File: src/rtl/hto_pkg.sv
// Package for the haversine track odometer: payload types, states, constants, arctangent table.
`default_nettype none
package hto_pkg;

    // CORDIC and divider iteration counts and derived widths
    localparam int CORDIC_STEPS = 24;
    localparam int DIV_STEPS    = 32;
    localparam int CNT_W        = $clog2(CORDIC_STEPS > DIV_STEPS ? CORDIC_STEPS : DIV_STEPS);
    localparam int CW           = 36;   // CORDIC datapath width, Q2.30 plus headroom

    // fixed-point constants
    localparam logic [30:0]        ONE_Q30    = 31'd1073741824;
    localparam logic [31:0]        KINV_Q30   = 32'd652032874;
    localparam logic [31:0]        PI_Q30     = 32'd3373259426;
    localparam logic signed [30:0] LAT_LIMIT  = 31'sd900000000;
    localparam logic [31:0]        DIV_HALF   = 32'd3600000000;  // half angle divisor
    localparam logic [31:0]        DIV_FULL   = 32'd1800000000;  // full angle divisor
    localparam logic [32:0]        DEG_360    = 33'd3600000000;
    localparam logic [32:0]        DEG_180    = 33'd1800000000;
    localparam logic [31:0]        MM_PER_M   = 32'd1000;
    localparam logic [65:0]        RND_Q30    = 66'd536870912;

    // configuration register indexes
    localparam logic [0:0] CFG_THRESHOLD = 1'b0;
    localparam logic [0:0] CFG_RADIUS    = 1'b1;

    // reset values of the configuration registers
    localparam logic [31:0] THRESHOLD_RST = 32'd100000;
    localparam logic [22:0] RADIUS_RST    = 23'd6371000;

    typedef struct packed {
        logic signed [30:0] latitude;
        logic signed [31:0] longitude;
        logic               start_new_track;
    } t_in;

    typedef struct packed {
        logic [34:0] segment_mm;
        logic [47:0] total_mm;
        logic        reached;
        logic        origin_fix;
    } t_out;

    typedef enum logic [4:0] {
        ST_IDLE,
        ST_PREP,
        ST_FOLD,
        ST_ALOAD,
        ST_AMUL,
        ST_ADIV,
        ST_RLOAD,
        ST_ROT,
        ST_RSTORE,
        ST_PLOAD,
        ST_PMUL,
        ST_SLOAD,
        ST_SQRT,
        ST_VLOAD,
        ST_DLOAD,
        ST_DMUL,
        ST_FIN,
        ST_DONE
    } t_state;

    // round(atan(2^-i) * 2^30)
    function automatic logic [30:0] atan_q30(input logic [CNT_W-1:0] idx);
        logic [30:0] v;
        case (idx)
            CNT_W'(0): v = 31'd843314857;
            CNT_W'(1): v = 31'd497837829;
            CNT_W'(2): v = 31'd263043837;
            CNT_W'(3): v = 31'd133525159;
            CNT_W'(4): v = 31'd67021687;
            CNT_W'(5): v = 31'd33543516;
            CNT_W'(6): v = 31'd16775851;
            CNT_W'(7): v = 31'd8388437;
            CNT_W'(8): v = 31'd4194283;
            CNT_W'(9): v = 31'd2097149;
            default: begin
                if (idx == CNT_W'(31)) begin
                    v = 31'd1;
                end else if (idx > CNT_W'(31)) begin
                    v = 31'd0;
                end else begin
                    v = 31'd1 << (CNT_W'(30) - idx);
                end
            end
        endcase
        return v;
    endfunction

endpackage
`default_nettype wire

File: src/rtl/haversine_track_odometer.sv
// Haversine track odometer: sequencer with shared serial multiplier, divider, root and CORDIC.
//
// Usage: fixes enter on the input channel (i_in_valid / o_in_ready, payload i_in_data), one
// result per fix leaves on the output channel (o_out_valid / i_out_ready, o_out_data).
// Configuration writes use i_cfg_valid / o_cfg_ready with i_cfg_index and i_cfg_data;
// index 0 is the distance threshold in mm, index 1 the sphere radius in metres.
// An origin fix (restart flag, or first fix after reset) goes from ST_PREP straight to ST_DONE.
// A segment fix passes through four angle conversions (serial
// multiply by pi, 32-step restoring divide, CORDIC_STEPS rotation steps each), four
// serial products, two 31-step square roots, one vectoring CORDIC and two serial
// products for the distance in mm. The shared bit-serial multiplier and the single
// CORDIC stage serve all of these in turn; one fix is in work at a time.
// The result sits in an output register, so the next fix is accepted while it waits;
// a stalled receiver only holds the block once a second result is finished.
// Reset (synchronous, active low) clears the track, forgets the previous fix and loads
// the configuration registers with 100000 mm and 6371000 m.
`default_nettype none
module haversine_track_odometer (
    input  wire logic          i_clk,
    input  wire logic          i_rst_n,
    input  wire logic          i_in_valid,
    output logic               o_in_ready,
    input  wire hto_pkg::t_in  i_in_data,
    output logic               o_out_valid,
    input  wire logic          i_out_ready,
    output hto_pkg::t_out      o_out_data,
    input  wire logic          i_cfg_valid,
    output logic               o_cfg_ready,
    input  wire logic [0:0]    i_cfg_index,
    input  wire logic [31:0]   i_cfg_data
);
    import hto_pkg::*;

    t_state r_state, n_state;

    logic [31:0]           r_threshold, n_threshold;
    logic [22:0]           r_radius, n_radius;
    logic signed [30:0]    r_cur_lat, n_cur_lat;
    logic signed [31:0]    r_cur_lon, n_cur_lon;
    logic                  r_origin, n_origin;
    logic signed [30:0]    r_prev_lat, n_prev_lat;
    logic signed [31:0]    r_prev_lon, n_prev_lon;
    logic                  r_have_prev, n_have_prev;
    logic [47:0]           r_total, n_total;
    logic [34:0]           r_seg, n_seg;
    logic [30:0]           r_dlat, n_dlat;
    logic [32:0]           r_dlon, n_dlon;
    logic [30:0]           r_mlat1, n_mlat1;
    logic [30:0]           r_mlat2, n_mlat2;
    logic [1:0]            r_k, n_k;
    logic [1:0]            r_m, n_m;
    logic                  r_sq, n_sq;
    logic                  r_vec, n_vec;
    logic [CNT_W-1:0]      r_cnt, n_cnt;
    logic [65:0]           r_ma, n_ma;
    logic [31:0]           r_mb, n_mb;
    logic [65:0]           r_prod, n_prod;
    logic [31:0]           r_drem, n_drem;
    logic [31:0]           r_dlo, n_dlo;
    logic signed [CW-1:0]  r_cx, n_cx;
    logic signed [CW-1:0]  r_cy, n_cy;
    logic signed [CW-1:0]  r_cz, n_cz;
    logic [30:0]           r_sl, n_sl;
    logic [30:0]           r_so, n_so;
    logic [30:0]           r_c1, n_c1;
    logic [30:0]           r_c2, n_c2;
    logic [30:0]           r_t0, n_t0;
    logic [30:0]           r_t, n_t;
    logic [30:0]           r_a, n_a;
    logic [61:0]           r_sv, n_sv;
    logic [61:0]           r_sr, n_sr;
    logic [61:0]           r_sbit, n_sbit;
    logic [30:0]           r_sa, n_sa;
    logic [30:0]           r_sb, n_sb;
    logic                  r_out_valid, n_out_valid;
    t_out                  r_out, n_out;

    // input side latitude clamp
    logic signed [30:0]    w_lat_clamp;
    // difference magnitudes
    logic signed [31:0]    w_dlat_s;
    logic signed [32:0]    w_dlon_s;
    logic [32:0]           w_dlon_mod;
    // serial multiplier
    logic [65:0]           w_mul_sum;
    // restoring divider
    logic [31:0]           w_div;
    logic [31:0]           w_half;
    logic [63:0]           w_dvd;
    logic [32:0]           w_dt;
    logic [32:0]           w_dsub;
    logic                  w_dge;
    // CORDIC stage
    logic signed [CW-1:0]  w_xs, w_ys, w_atan;
    logic                  w_up;
    logic [CW-1:0]         w_ay, w_cxu;
    logic [30:0]           w_sabs, w_cpos;
    // products and roots
    logic [30:0]           w_pshift;
    logic [31:0]           w_asum;
    logic [30:0]           w_aclamp;
    logic [61:0]           w_strial;
    logic                  w_sge;
    logic [30:0]           w_sqin;
    logic [31:0]           w_two_z;
    logic [65:0]           w_rnd;
    logic [48:0]           w_tsum;
    logic [30:0]           w_asrc;

    assign o_in_ready  = (r_state == ST_IDLE);
    assign o_cfg_ready = 1'b1;
    assign o_out_valid = r_out_valid;
    assign o_out_data  = r_out;

    // datapath helpers
    always_comb begin
        // latitude saturation
        if (i_in_data.latitude > LAT_LIMIT) begin
            w_lat_clamp = LAT_LIMIT;
        end else if (i_in_data.latitude < -LAT_LIMIT) begin
            w_lat_clamp = -LAT_LIMIT;
        end else begin
            w_lat_clamp = i_in_data.latitude;
        end

        w_dlat_s   = 32'(r_cur_lat) - 32'(r_prev_lat);
        w_dlon_s   = 33'(r_cur_lon) - 33'(r_prev_lon);
        w_dlon_mod = (r_dlon >= DEG_360) ? (r_dlon - DEG_360) : r_dlon;

        // one shift-add step
        w_mul_sum = r_prod + (r_mb[0] ? r_ma : 66'd0);

        // one restoring divide step by a constant divisor
        w_div  = r_k[1] ? DIV_FULL : DIV_HALF;
        w_half = {1'b0, w_div[31:1]};
        w_dvd  = r_prod[63:0] + 64'(w_half);
        w_dt   = {r_drem, r_dlo[31]};
        w_dge  = (w_dt >= {1'b0, w_div});
        w_dsub = w_dt - {1'b0, w_div};

        // one CORDIC step, rotation or vectoring
        w_xs   = r_cx >>> r_cnt;
        w_ys   = r_cy >>> r_cnt;
        w_atan = CW'(atan_q30(r_cnt));
        w_up   = r_vec ? r_cy[CW-1] : ~r_cz[CW-1];

        // clamps of CORDIC outputs
        w_ay   = r_cy[CW-1] ? CW'(-r_cy) : CW'(r_cy);
        w_cxu  = r_cx;
        w_sabs = (w_ay > CW'(ONE_Q30)) ? ONE_Q30 : w_ay[30:0];
        if (r_cx[CW-1]) begin
            w_cpos = 31'd0;
        end else if (w_cxu > CW'(ONE_Q30)) begin
            w_cpos = ONE_Q30;
        end else begin
            w_cpos = w_cxu[30:0];
        end

        // products in Q30 and the clamped haversine term
        w_pshift = r_prod[60:30];
        w_asum   = {1'b0, r_t0} + {1'b0, w_pshift};
        w_aclamp = (w_asum > 32'(ONE_Q30)) ? ONE_Q30 : w_asum[30:0];

        // one digit of the square root
        w_strial = r_sr + r_sbit;
        w_sge    = (r_sv >= w_strial);
        w_sqin   = r_sq ? (ONE_Q30 - r_a) : r_a;

        // central angle, distance rounding and saturating total
        w_two_z = r_cz[CW-1] ? 32'd0 : {r_cz[30:0], 1'b0};
        w_rnd   = r_prod + RND_Q30;
        w_tsum  = {1'b0, r_total} + 49'(r_seg);

        // angle source for the current conversion
        case (r_k)
            2'd0:    w_asrc = r_dlat;
            2'd1:    w_asrc = r_dlon[30:0];
            2'd2:    w_asrc = r_mlat1;
            default: w_asrc = r_mlat2;
        endcase
    end

    // sequencer: next state and next register values
    always_comb begin
        n_state     = r_state;
        n_threshold = r_threshold;
        n_radius    = r_radius;
        n_cur_lat   = r_cur_lat;
        n_cur_lon   = r_cur_lon;
        n_origin    = r_origin;
        n_prev_lat  = r_prev_lat;
        n_prev_lon  = r_prev_lon;
        n_have_prev = r_have_prev;
        n_total     = r_total;
        n_seg       = r_seg;
        n_dlat      = r_dlat;
        n_dlon      = r_dlon;
        n_mlat1     = r_mlat1;
        n_mlat2     = r_mlat2;
        n_k         = r_k;
        n_m         = r_m;
        n_sq        = r_sq;
        n_vec       = r_vec;
        n_cnt       = r_cnt;
        n_ma        = r_ma;
        n_mb        = r_mb;
        n_prod      = r_prod;
        n_drem      = r_drem;
        n_dlo       = r_dlo;
        n_cx        = r_cx;
        n_cy        = r_cy;
        n_cz        = r_cz;
        n_sl        = r_sl;
        n_so        = r_so;
        n_c1        = r_c1;
        n_c2        = r_c2;
        n_t0        = r_t0;
        n_t         = r_t;
        n_a         = r_a;
        n_sv        = r_sv;
        n_sr        = r_sr;
        n_sbit      = r_sbit;
        n_sa        = r_sa;
        n_sb        = r_sb;
        n_out_valid = r_out_valid;
        n_out       = r_out;

        // configuration transfer
        if (i_cfg_valid) begin
            case (i_cfg_index)
                CFG_THRESHOLD: n_threshold = i_cfg_data;
                CFG_RADIUS:    n_radius    = i_cfg_data[22:0];
                default:       n_threshold = r_threshold;
            endcase
        end

        // result taken by the receiver
        if (r_out_valid && i_out_ready) begin
            n_out_valid = 1'b0;
        end

        case (r_state)
            ST_IDLE: begin
                if (i_in_valid) begin
                    n_cur_lat = w_lat_clamp;
                    n_cur_lon = i_in_data.longitude;
                    n_origin  = i_in_data.start_new_track || !r_have_prev;
                    n_state   = ST_PREP;
                end
            end
            ST_PREP: begin
                n_prev_lat  = r_cur_lat;
                n_prev_lon  = r_cur_lon;
                n_have_prev = 1'b1;
                n_dlat  = w_dlat_s[31] ? 31'(-w_dlat_s) : 31'(w_dlat_s);
                n_dlon  = w_dlon_s[32] ? 33'(-w_dlon_s) : 33'(w_dlon_s);
                n_mlat1 = r_prev_lat[30] ? 31'(-r_prev_lat) : 31'(r_prev_lat);
                n_mlat2 = r_cur_lat[30] ? 31'(-r_cur_lat) : 31'(r_cur_lat);
                if (r_origin) begin
                    n_seg   = 35'd0;
                    n_total = 48'd0;
                    n_state = ST_DONE;
                end else begin
                    n_state = ST_FOLD;
                end
            end
            ST_FOLD: begin
                // wrap the longitude difference into 0..180 degrees
                n_dlon  = (w_dlon_mod > DEG_180) ? (DEG_360 - w_dlon_mod) : w_dlon_mod;
                n_k     = 2'd0;
                n_state = ST_ALOAD;
            end
            ST_ALOAD: begin
                n_ma    = 66'(w_asrc);
                n_mb    = PI_Q30;
                n_prod  = 66'd0;
                n_state = ST_AMUL;
            end
            ST_AMUL: begin
                if (r_mb == 32'd0) begin
                    n_drem  = w_dvd[63:32];
                    n_dlo   = w_dvd[31:0];
                    n_cnt   = '0;
                    n_state = ST_ADIV;
                end else begin
                    n_prod = w_mul_sum;
                    n_ma   = {r_ma[64:0], 1'b0};
                    n_mb   = {1'b0, r_mb[31:1]};
                end
            end
            ST_ADIV: begin
                n_drem = w_dge ? w_dsub[31:0] : w_dt[31:0];
                n_dlo  = {r_dlo[30:0], w_dge};
                n_cnt  = r_cnt + CNT_W'(1);
                if (r_cnt == CNT_W'(DIV_STEPS - 1)) begin
                    n_state = ST_RLOAD;
                end
            end
            ST_RLOAD: begin
                n_cx    = CW'(KINV_Q30);
                n_cy    = '0;
                n_cz    = CW'(r_dlo);
                n_cnt   = '0;
                n_vec   = 1'b0;
                n_state = ST_ROT;
            end
            ST_ROT: begin
                if (w_up) begin
                    n_cx = r_cx - w_ys;
                    n_cy = r_cy + w_xs;
                    n_cz = r_cz - w_atan;
                end else begin
                    n_cx = r_cx + w_ys;
                    n_cy = r_cy - w_xs;
                    n_cz = r_cz + w_atan;
                end
                n_cnt = r_cnt + CNT_W'(1);
                if (r_cnt == CNT_W'(CORDIC_STEPS - 1)) begin
                    if (r_vec) begin
                        n_m     = 2'd0;
                        n_state = ST_DLOAD;
                    end else begin
                        n_state = ST_RSTORE;
                    end
                end
            end
            ST_RSTORE: begin
                case (r_k)
                    2'd0:    n_sl = w_sabs;
                    2'd1:    n_so = w_sabs;
                    2'd2:    n_c1 = w_cpos;
                    default: n_c2 = w_cpos;
                endcase
                if (r_k == 2'd3) begin
                    n_m     = 2'd0;
                    n_state = ST_PLOAD;
                end else begin
                    n_k     = r_k + 2'd1;
                    n_state = ST_ALOAD;
                end
            end
            ST_PLOAD: begin
                case (r_m)
                    2'd0: begin
                        n_ma = 66'(r_sl);
                        n_mb = 32'(r_sl);
                    end
                    2'd1: begin
                        n_ma = 66'(r_so);
                        n_mb = 32'(r_so);
                    end
                    2'd2: begin
                        n_ma = 66'(r_t);
                        n_mb = 32'(r_c1);
                    end
                    default: begin
                        n_ma = 66'(r_t);
                        n_mb = 32'(r_c2);
                    end
                endcase
                n_prod  = 66'd0;
                n_state = ST_PMUL;
            end
            ST_PMUL: begin
                if (r_mb == 32'd0) begin
                    case (r_m)
                        2'd0:    n_t0 = w_pshift;
                        2'd3:    n_a  = w_aclamp;
                        default: n_t  = w_pshift;
                    endcase
                    if (r_m == 2'd3) begin
                        n_sq    = 1'b0;
                        n_state = ST_SLOAD;
                    end else begin
                        n_m     = r_m + 2'd1;
                        n_state = ST_PLOAD;
                    end
                end else begin
                    n_prod = w_mul_sum;
                    n_ma   = {r_ma[64:0], 1'b0};
                    n_mb   = {1'b0, r_mb[31:1]};
                end
            end
            ST_SLOAD: begin
                n_sv    = 62'({w_sqin, 30'd0});
                n_sr    = 62'd0;
                n_sbit  = 62'd1 << 60;
                n_state = ST_SQRT;
            end
            ST_SQRT: begin
                if (r_sbit == 62'd0) begin
                    if (r_sq) begin
                        n_sb    = r_sr[30:0];
                        n_state = ST_VLOAD;
                    end else begin
                        n_sa    = r_sr[30:0];
                        n_sq    = 1'b1;
                        n_state = ST_SLOAD;
                    end
                end else begin
                    if (w_sge) begin
                        n_sv = r_sv - w_strial;
                        n_sr = {1'b0, r_sr[61:1]} + r_sbit;
                    end else begin
                        n_sr = {1'b0, r_sr[61:1]};
                    end
                    n_sbit = {2'b00, r_sbit[61:2]};
                end
            end
            ST_VLOAD: begin
                n_cx    = CW'(r_sb);
                n_cy    = CW'(r_sa);
                n_cz    = '0;
                n_cnt   = '0;
                n_vec   = 1'b1;
                n_state = ST_ROT;
            end
            ST_DLOAD: begin
                if (!r_m[0]) begin
                    n_ma = 66'(r_radius);
                    n_mb = w_two_z;
                end else begin
                    n_ma = r_prod;
                    n_mb = MM_PER_M;
                end
                n_prod  = 66'd0;
                n_state = ST_DMUL;
            end
            ST_DMUL: begin
                if (r_mb == 32'd0) begin
                    if (!r_m[0]) begin
                        n_m     = 2'd1;
                        n_state = ST_DLOAD;
                    end else begin
                        n_seg   = w_rnd[64:30];
                        n_state = ST_FIN;
                    end
                end else begin
                    n_prod = w_mul_sum;
                    n_ma   = {r_ma[64:0], 1'b0};
                    n_mb   = {1'b0, r_mb[31:1]};
                end
            end
            ST_FIN: begin
                n_total = w_tsum[48] ? '1 : w_tsum[47:0];
                n_state = ST_DONE;
            end
            ST_DONE: begin
                if (!r_out_valid || i_out_ready) begin
                    n_out.segment_mm = r_seg;
                    n_out.total_mm   = r_total;
                    n_out.reached    = (r_total >= 48'(r_threshold));
                    n_out.origin_fix = r_origin;
                    n_out_valid      = 1'b1;
                    n_state          = ST_IDLE;
                end
            end
            default: n_state = ST_IDLE;
        endcase
    end

    // state register
    always_ff @(posedge i_clk) begin
        if (!i_rst_n) begin
            r_state <= ST_IDLE;
        end else begin
            r_state <= n_state;
        end
    end

    // control and track state
    always_ff @(posedge i_clk) begin
        if (!i_rst_n) begin
            r_threshold <= THRESHOLD_RST;
            r_radius    <= RADIUS_RST;
            r_prev_lat  <= '0;
            r_prev_lon  <= '0;
            r_have_prev <= 1'b0;
            r_total     <= '0;
            r_out_valid <= 1'b0;
        end else begin
            r_threshold <= n_threshold;
            r_radius    <= n_radius;
            r_prev_lat  <= n_prev_lat;
            r_prev_lon  <= n_prev_lon;
            r_have_prev <= n_have_prev;
            r_total     <= n_total;
            r_out_valid <= n_out_valid;
        end
    end

    // working registers
    always_ff @(posedge i_clk) begin
        r_cur_lat <= n_cur_lat;
        r_cur_lon <= n_cur_lon;
        r_origin  <= n_origin;
        r_seg     <= n_seg;
        r_dlat    <= n_dlat;
        r_dlon    <= n_dlon;
        r_mlat1   <= n_mlat1;
        r_mlat2   <= n_mlat2;
        r_k       <= n_k;
        r_m       <= n_m;
        r_sq      <= n_sq;
        r_vec     <= n_vec;
        r_cnt     <= n_cnt;
        r_ma      <= n_ma;
        r_mb      <= n_mb;
        r_prod    <= n_prod;
        r_drem    <= n_drem;
        r_dlo     <= n_dlo;
        r_cx      <= n_cx;
        r_cy      <= n_cy;
        r_cz      <= n_cz;
        r_sl      <= n_sl;
        r_so      <= n_so;
        r_c1      <= n_c1;
        r_c2      <= n_c2;
        r_t0      <= n_t0;
        r_t       <= n_t;
        r_a       <= n_a;
        r_sv      <= n_sv;
        r_sr      <= n_sr;
        r_sbit    <= n_sbit;
        r_sa      <= n_sa;
        r_sb      <= n_sb;
        r_out     <= n_out;
    end

endmodule
`default_nettype wire

File: config.mk
export PLATFORM = sky130hd
export DESIGN_NAME = haversine_track_odometer
export DESIGN_NICKNAME = d
export VERILOG_FILES = /design/src/rtl/hto_pkg.sv /design/src/rtl/haversine_track_odometer.sv
export SDC_FILE = /design/constraint.sdc
export NUM_CORES = 2
export LEC_CHECK = 0
export BUFFER_PORTS_ARGS = -buffer_cell sky130_fd_sc_hd__buf_2
export CORE_UTILIZATION = 60
export CTS_CLUSTER_SIZE = 30
export DETAILED_ROUTE_END_ITERATION = 10
export GPL_ROUTABILITY_DRIVEN = 1
export PLACE_DENSITY = 0.77
export SYNTH_ARGS = -nofsm -noshare
export SYNTH_HDL_FRONTEND = slang
export SYNTH_SLANG_ARGS = --single-unit
File: constraint.sdc
create_clock -name i_clk -period 36.6 [get_ports i_clk]
set_input_delay 0 -clock i_clk [delete_from_list [all_inputs] [get_ports i_clk]]
set_output_delay 0 -clock i_clk [all_outputs]
set_load 0.005 [all_outputs]
==> reports/metrics.csv <==
stage,metric,value,unit
power,power.share.combinational,0.492,
yosys,netlist_area,88800,sq um
clock_tree,cts-root-buf,clkbuf_16,
yosys,synth.mux.area_fraction,0.0378,
setup_path,path_class,register to register,
power,clockPowerShare,0.201,
floorplanning,rows,140,
setup_path,cp-start-kind,register,
yosys,synthXorXnorAreaFrac,0.0802,
route,vias,77000,
sta,slew_viol_final,0,
setup_path,cp.required,37.11,ns
yosys,yosys_register_bits,1262,
power,seqPwrFrac,0.307,
yosys,synth_top_family_by_area,compound AO/OA/AOI/OAI gates,
finish,seq_area,36200,sq um
clock_tree,postCtsHoldBufs,170,
setup_path,worstPathArrival,8.10,ns
global_route,grt_overflow_total,0,
yosys,yosysUniqueCellTypes,108,
sta,fmax,0.132,GHz
power,powerDensity,76.2,nW/um^2
sta,fin_tns_setup,0,ns
power,power,7460,uW
placement,place_ws,29.19,ns
clock_tree,cts_max_level,4,
placement,portBuffers,188,
yosys,syn-num-nets,10000,
clock_tree,postCtsSetupBuffers,0,
setup_path,end_kind,register,
global_route,grt_pass1_wl,423,mm
sta,worst_slack,29.01,ns
yosys,postSynth.asyncResetShare,0,
clock_tree,cts_tree,done,
sta,min_period,7.59,ns
global_route,grt_usage,0.361,
placement,routabilityCongestion,1.01,
yosys,synth_compound_area_frac,0.207,
clock_tree,clockBufferDepth,3,
global_route,grt_max_degree,84,
route,drtPass1Iterations,7,
setup_path,crit_path_max_fanout,83,
finish,multi_input_area,49800,sq um
yosys,synthFlopType,edfxtp_1,
sta,hold_viol_final,0,
placement,hpwl,200,mm
clock_tree,clock_latency,0.79,ns
yosys,synth_area_leaders,"edfxtp_1 37%, ha_1 7.3%, xnor2_1 4.5%",
sta,worstMarginPinSlew,1.28,ns
finish,final_nets,10200,
power,p_int,4250,uW
power,p_leak,0.0371,uW
floorplanning,boundaryPins,190,
flow_run,drv_cap,0,
yosys,synth_simple_gate_area_frac,0.159,
power,swShare,0.430,
floorplanning,start_util,0.607,
route,routed_wl,280,mm
route,wl_per_cell,24.2,um
route,drt_iter0_drc,9638,
sta,finalSetupViolations,0,
yosys,syn_avg_cell_area,9.47,sq um
power,vdd_drop_max,66.2,uV
sta,rsz0062_at_grt,no,
sta,final.period_utilization,0.207,
clock_tree,clkSinkCount,1262,
finish,drive_gt1_frac,0.0841,
floorplanning,core_area,146000,sq um
finish,num-fill-cells,11400,
yosys,synth_fa_ha_area_frac,0.0753,
sta,maxSlewHeadroom,0.132,
yosys,synth_top_area_cell,edfxtp_1,
sta,clock-skew-final,0.0367,ns
yosys,ys_seq_area_frac,0.407,
power,power.switching,3210,uW
yosys,syn_inst,9378,
clock_tree,cts_buffers,141,
yosys,synth_top_cell_area_share,0.368,
floorplanning,fp.dieH,387,um
floorplanning,dieArea,150000,sq um
min_path,hold_path_class,input pin to register,
clock_tree,clkTransAtPathRegs,0.06,ns
route,vias_per_cell,6.66,
route,drtAntennaViolNets,0,
route,drc_errors,0,
status,outcome,"complete, no violations",
yosys,yosys_warnings,0,
finish,area_growth,10.2,%
global_route,grt_pass1_vias,71200,
clock_tree,cts.repair.resized,0,
global_route,antenna_found_initial,16,
yosys,synth_edf_count,1089,
floorplanning,die_w,387,um
registers in the layout (all words and copies together), names as in the netlist, 33 cells and up:
register    cells
r_seg          35
r_cx           36
r_sr           62
r_prod         65
r_total        48
r_ma           65
r_cz           36
r_dlon         33
r_sv           62
r_cy           36
o_out_data     85
kinds of logic (layout without fill, tap and decap cells):
logic type / after synthesis / count (layout)
buffers and inverters: 777 / 1043
adder cells (fa/ha/maj): 528 / 528
multiplexers: 211 / 211
other: 1 / 9
AND/OR/NAND/NOR: 2946 / 2946
XOR/XNOR: 813 / 813
flip-flops: 1262 / 1262
AO/OA/AOI/OAI: 2840 / 2840
layout make-up:
type / instances / share of cell area
tap: 1917 / 0.0245
antenna: 8 / 0.000204
clock inverter: 79 / 0.00956
sequential: 1262 / 0.369
multi-input combinational: 7339 / 0.509
clock buffer: 179 / 0.0396
timing repair buffer: 476 / 0.0361
inverter: 309 / 0.0119
layout by cell type (no fill, tap or decap), types with 119 or more instances in the layout:
master	count
a21boi_0	148
a21o_1	240
a21oi_1	682
a31oi_1	126
and2_1	160
buf_2	187
buf_4	119
clkbuf_16	147
dfxtp_1	173
dlygate4sd3_1	170
edfxtp_1	1089
ha_1	517
inv_1	303
nand2_1	1006
nand3_1	148
nor2_1	708
nor3_1	143
o21ai_0	686
xnor2_1	456
xor2_1	357
Yosys cell counts, types with 33 or more instances:
master	number
a211oi_1	78
a21boi_0	149
a21o_1	241
a21oi_1	689
a22o_1	71
a22oi_1	38
a31oi_1	126
and2_1	160
and3_1	108
buf_1	39
clkbuf_1	396
dfxtp_1	173
edfxtp_1	1089
ha_1	517
inv_1	307
mux2_2	33
mux2i_1	81
mux4_2	96
nand2_1	1007
nand2b_1	114
nand3_1	149
nand4_1	103
nor2_1	716
nor2b_1	101
nor3_1	146
nor4_1	72
o211ai_1	55
o21a_1	94
o21ai_0	687
o21bai_1	75
o22ai_1	78
o31ai_1	88
or2_2	40
or3_1	83
xnor2_1	456
xor2_1	357
worst paths after layout:
kind | from | endpoint | slack, ns | cells past startpoint
max | r_cnt[1] | r_cz[35] | 29.01 | 26
min | i_cfg_data[7] | r_threshold[7] | 0.05 | 4
min reg2reg | r_prev_lon[24] | r_prev_lon[24] | 0.46 | 2
max reg2reg | r_cnt[1] | r_cz[35] | 29.01 | 26
power groups by stage:
stage | clock network [uW] | logic, uW | registers, uW
floorplan | 0 | 2670 | 2190
CTS | 1500 | 3580 | 2280
detailed placement | 0 | 3540 | 2300
finish | 1500 | 3670 | 2290
global placement | 0 | 3470 | 2290
global route | 1560 | 3990 | 2300
metrics by stage:
step	utilization	std cells	hold WS (ns)	cell area, sq um
after floorplan	-	9378	0.0989	88800
after global placement	0.625	11100	0.176	91400
after detailed placement	0.625	11100	0.178	91400
after CTS	0.669	11600	0.00204	97900
after global routing	0.669	11600	0.0311	97900
final	0.669	11600	0.0473	97900
critical path, cell delays in order, from the launching register on:
cell and delay, ns:
edfxtp_1 0.35, buf_4 0.80, ha_1 0.81, and3_1 0.27
ha_1 0.24, a211o_1 0.18, nor2_1 0.11, a311oi_1 0.42
ha_1 0.23, nand2_1 0.08, nor3_1 0.53, nor3b_2 0.42
nor2_1 0.09, xor2_1 0.18, ha_1 0.39, a21o_1 0.23
a21o_1 0.18, a21oi_1 0.17, o21ai_0 0.14, a21oi_1 0.16
o21ai_0 0.13, a31oi_1 0.37, o31ai_1 0.17, o31a_1 0.28
o22ai_1 0.16, xnor2_1 0.14, nor2_1 0.05
routing by layer:
layer | up-vias | wire length (um) | GRT usage
li1 | 35200 | - | -
met1 | 36900 | 114000 | 0.503
met2 | 4256 | 125000 | 0.558
met3 | 675 | 29000 | 0.0672
met4 | 4 | 11500 | 0.136
met5 | - | 19 | 0
(Power assumes the default switching activity.)
